**src/rtl/core/prf_pkg.sv**
```systemverilog
package prf_pkg;

  localparam int SCREEN_WIDTH   = 320;
  localparam int SCREEN_HEIGHT  = 200;
  localparam int GROUPS_PER_ROW = (SCREEN_WIDTH + 15) / 16;
  localparam int STORE_DEPTH    = GROUPS_PER_ROW * SCREEN_HEIGHT;

  localparam int ADDR_W  = (STORE_DEPTH > 1) ? $clog2(STORE_DEPTH) : 1;
  localparam int GROUP_W = (GROUPS_PER_ROW > 1) ? $clog2(GROUPS_PER_ROW) : 1;
  localparam int ENTRY_W = 64;
  localparam int WORD_W  = 16;

  localparam logic [10:0] SW_L = 11'(SCREEN_WIDTH);
  localparam logic [10:0] SH_L = 11'(SCREEN_HEIGHT);
  localparam logic [ADDR_W-1:0] LAST_ADDR = ADDR_W'(STORE_DEPTH - 1);
  localparam logic [ADDR_W-1:0] ROW_STEP  = ADDR_W'(GROUPS_PER_ROW);

  localparam logic       OP_FILL = 1'b0;
  localparam logic       OP_READ = 1'b1;

  localparam logic [1:0] ST_DONE   = 2'd0;
  localparam logic [1:0] ST_READ   = 2'd1;
  localparam logic [1:0] ST_REJECT = 2'd2;

  // controls for one group merge
  typedef struct packed {
    logic       first;
    logic       last;
    logic [3:0] xl;
    logic [3:0] xr;
    logic [3:0] colour;
  } mask_ctl_t;

endpackage

```
**src/rtl/core/prf_merge.sv**
```systemverilog
module prf_merge
  import prf_pkg::*;
(
  input  mask_ctl_t          ctl_i,
  input  logic [ENTRY_W-1:0] old_i,
  output logic [ENTRY_W-1:0] new_o
);

  logic [WORD_W-1:0] mask;

  always_comb begin
    mask = 16'hFFFF;
    if (ctl_i.first) begin
      mask = mask & (16'hFFFF >> ctl_i.xl);
    end
    if (ctl_i.last) begin
      mask = mask & (16'hFFFF << (4'd15 - ctl_i.xr));
    end
  end

  for (genvar p = 0; p < 4; p++) begin : g_plane
    assign new_o[p*WORD_W +: WORD_W] = ctl_i.colour[p]
        ? (old_i[p*WORD_W +: WORD_W] | mask)
        : (old_i[p*WORD_W +: WORD_W] & ~mask);
  end

endmodule

```
**config.mk**
```make
export PLATFORM = sky130hd
export DESIGN_NAME = prf_merge
export DESIGN_NICKNAME = d
export VERILOG_FILES = /design/src/rtl/core/prf_pkg.sv /design/src/rtl/core/prf_merge.sv
export SDC_FILE = /design/constraint.sdc
export NUM_CORES = 1
export LEC_CHECK = 0
export BUFFER_PORTS_ARGS = -buffer_cell sky130_fd_sc_hd__buf_2
export CAP_MARGIN = 5
export CORE_MARGIN = 10
export CORE_UTILIZATION = 34
export DETAILED_ROUTE_END_ITERATION = 6
export PLACE_DENSITY = 0.84
export SLEW_MARGIN = 15
export SYNTH_ARGS = -nofsm -noshare
export SYNTH_HDL_FRONTEND = slang
export SYNTH_SLANG_ARGS = --single-unit
```
**constraint.sdc**
```tcl
create_clock -name vclk -period 2.8
set_input_delay 0.7 -clock vclk [all_inputs]
set_output_delay 0.7 -clock vclk [all_outputs]
set_load 0.02 [all_outputs]
```
Yosys cells after proc, flatten, opt, wreduce, memory -nomap -nowiden:

Cells that the tools add are included.

* add/sub/neg operators: 1
* mux-type cells: 6
* shift operators: 2
* bitwise gates (word level): 10

Operators with widths (count)
* $mux W16: 6
* $and A16 B16 Y16: 5
* $or A16 B16 Y16: 4
* $not A16 Y16: 1
* $shl A16 B4 Y16 const A: 1
* $shr A16 B4 Y16 const A: 1
* $sub A4 B4 Y4 const A: 1

* word-level logic and storage cells: 19
* bits of input ports: 78
* output and inout bits: 64
* bits in registers: 0

Logic depth before layout (Yosys ltp):

* word-level depth: 7
* mapped depth: 5
* gate-level depth less buffers: 3

Worst setup path after synthesis:

Ideal clock, no wire load.

* path kind: input port to output port
* from: input ctl_i[6] in the netlist's numbering
* to: output new_o[14]
* required time: 2.100 ns
* path buffers: 2
* cell stages on the path: 5
* arrival time: 2.039 ns
* path slack: 0.061 ns
* cells stage by stage: buf_2 or3b_1 buf_6 o31ai_4 mux2_1

* word-level cells in the longest chain between the ends: 7
* elaborated cells between the ends (all ways): 8
* classes of those cells: add/sub (1); shift (1); mux (2); bitwise (4)

RTL lines
* start: declaration: RTL line prf_merge.sv:4 `input mask_ctl_t ctl_i,`
* $sub A4 B4 Y4 (*): RTL line prf_merge.sv:17 `mask = mask & (16'hFFFF << (4'd15 - ctl_i.xr));`
* $shl A16 B4 Y16 (*): RTL line prf_merge.sv:17
* $and A16 B16 Y16 (*): RTL line prf_merge.sv:17
* $mux W16 (*): RTL line prf_merge.sv:16 `if (ctl_i.last) begin`
* $not A16 Y16: RTL line prf_merge.sv:24 `: (old_i[p*WORD_W +: WORD_W] & ~mask);`
* $and A16 B16 Y16: RTL line prf_merge.sv:24
* $mux W16 (*): RTL line prf_merge.sv:23 `? (old_i[p*WORD_W +: WORD_W] | mask)`
* end: declaration: RTL line prf_merge.sv:6 `output logic [ENTRY_W-1:0] new_o`

Mark *: on every way between the ends. The rest lies on a longest branch, timed or not.

Worst setup path in the final report:

* from: input ctl_i[12] in the netlist's numbering
* to: output new_o[46]

* word-level cells in the longest chain between the ends: 4
* elaborated cells between the ends (all ways): 5
* classes of those cells: mux (2); bitwise (3)

RTL lines (RTL line)
* $mux W16 (*): prf_merge.sv:16
* $not A16 Y16: prf_merge.sv:24
* $and A16 B16 Y16: prf_merge.sv:24
* $mux W16 (*): prf_merge.sv:23

Marks and branches as above.

==> run summary <==
outcome: finished, final reports clean
fmax: 363 MHz
Syn Std Cell Area: 1130 sq um
Core Area: 3130 sq um
Setup violations, final: 0
Synth Instances: 128
Fill cells: 291
total of max-cap violations: 0
initial antenna violation count: 0
nets: 355
placed inst area: 1970 sq um
vias in the first global route: 1839
remaining antenna violation count: 0
multi-input logic area: 1100 sq um
die area: 6040 sq um
maximum vdd drop: 0.162 mV
Congestion Overflow GR: 0
critical path peak fanout: 5
clock buffers: 0
gr usage total: 0.174
Top-Level Pins: 142
Slew @ Worst Pin: 0.533 ns
CTS Hold Bufs: 0
Pwr Total: 0.484 mW
final hold violations: 0
total iterations of the first detailed-routing run: 4
CP Capture Type: output pin
non-filler cells, final: 319
Period minus WS final: 2.76 ns
Critical Path RT: 2.10 ns
Hold Path Class: in2out
crit start category: input pin
Die X-Extent: 77.7 um
hold depth: 3
Std-Cell Rows: 20
quantity of I/O buffers inserted on ports: 142
fraction of layout cells with a size suffix above 1: 0.811
HP Start: old_i[14]
Setup CP Type: in2out
WP data arrival: 2.06 ns
dpl hpwl: 5.08 mm
# DRC: 0
worst hold endpoint: new_o[14]
total wire length: 5.93 mm
Vias/cell: 5.17
largest net degree at the start of global routing: 17
final instance area: 2010 sq um
Max Slew Vio Count: 0
Synth Warn #: 0
chip height: 77.7 um
post-synthesis cell type count: 32
FF/Latch Area: 0 sq um
diodes inserted: 0
leakage: 1.02 nW
drt wl/cell: 18.6 um
first-pass GRT wire length: 9.01 mm
placed insts: 318
routed via count: 1650
ratio of final minimum period to clock period: 0.985
Initial Util: 0.362
Slew HR: 0.644
area grow syn2layout: 77.0%
register area share after synthesis: 0
Iter 0 DRT Violations: 112
synthesized area per cell: 8.86 sq um
placer congestion estimate: 0.829
Post-Syn Nets: 206
Seq cells: 0
RSZ-0062 raised after global routing: false
P per Cell Area: 241 nW/um^2
==> synthesized netlist by cell type <==
cell       count  share of area
a32oi_1        1         0.0077
nand4_1        2          0.011
o31ai_1        1         0.0066
a22o_1         1         0.0077
o41ai_2        1          0.014
mux2_1         4          0.040
nor3b_1        1         0.0066
and3_1         1         0.0055
buf_2          2         0.0088
a22oi_1        2          0.013
and2_1         2          0.011
nand2_1       10          0.033
o311ai_2       1          0.014
o21ai_2        1         0.0077
o21a_1         2          0.013
or3b_2         1         0.0077
or3b_1         1         0.0077
o31ai_4        1          0.019
inv_1          1         0.0033
a221oi_2       1          0.013
o21ai_0        3          0.013
mux2_2        56           0.56
nor2b_1        1         0.0055
a211o_1        1         0.0077
nand3_1        4          0.018
a21oi_1        1         0.0044
a21o_1         1         0.0066
clkbuf_1       8          0.026
a2bb2oi_1      1         0.0077
buf_6          1         0.0099
or2b_1         2          0.013
o211ai_1      12          0.079
==> critical path, cell delays in order <==
cell	delay (ns)
buf_2	0.12
or3b_4	0.43
o31ai_4	0.28
mux2_1	0.36
buf_2	0.16
==> cell usage in the layout (no fill, tap or decap), types with 2 or more instances in the layout <==
cell / n
o21a_1: 2
o21ai_0: 3
a22oi_1: 2
buf_4: 15
o211ai_1: 12
mux2_1: 4
nand4_1: 2
or2b_1: 2
and2_1: 2
buf_2: 142
nand2_1: 10
nand3_1: 4
mux2_2: 55
==> layer usage <==
layer	part of all wire	global-route usage	wire (um)	vias to the layer above
met5	0	0	0	-
met4	0.0039	0.00547	23	0
met3	0.13	0.0899	789	2
met2	0.51	0.333	3030	98
met1	0.35	0.170	2080	744
li1	-	-	-	806
==> area by class of cell <==
| type | count | area share |
|---|---|---|
| Inverter | 1 | 0.00187 |
| Tap cell | 44 | 0.0274 |
| Multi-Input combinational cell | 116 | 0.551 |
| Timing Repair Buffer | 158 | 0.420 |
==> per-stage QoR <==
| step | util | setup TNS [ns] | hold slack, ns | setup slack [ns] |
|---|---|---|---|---|
| 3_5_place_dp | 0.631 | -0.293 | 1.74 | -0.0423 |
| 4_1_cts | 0.632 | -0.000194 | 1.75 | -0.000194 |
| 2_1_floorplan | - | 0 | 1.59 | 0.0608 |
| 6_report | 0.642 | 0 | 1.74 | 0.0433 |
| 3_3_place_gp | 0.631 | -0.0880 | 1.73 | -0.0223 |
| 5_1_grt | 0.642 | 0 | 1.76 | 0.00760 |
==> where the power goes <==
part	switching [mW]	internal (mW)
Clock	0	0
Combinational	0.265	0.219
Sequential	0	0
Total	0.265	0.219
==> worst max path at each step <==
stage	slack, ns	end	cells past startpoint	start
after floorplan	0.06	new_o[14]	5	ctl_i[6]
after global placement	-0.02	new_o[12]	5	ctl_i[6]
after detailed placement	-0.04	new_o[46]	5	ctl_i[6]
after CTS	-0.0002	new_o[46]	5	ctl_i[12]
after global routing	0.008	new_o[60]	5	ctl_i[12]
final	0.04	new_o[46]	5	ctl_i[12]
==> cell families after synthesis <==
kind of cell    count (synthesis)  share of synthesized area
buf+inv                        12                     0.0486
simple gates                   25                      0.119
mux                            60                      0.596
compound gates                 31                      0.236
==> repair_timing <==
action / CTS / global route
setup endpoints to repair: 8 / 15
resized for setup: 1 / 4
pin swaps: 2 / 3
buffers inserted: 0 / 1
No activity file was read; power rests on OpenSTA's default activity.
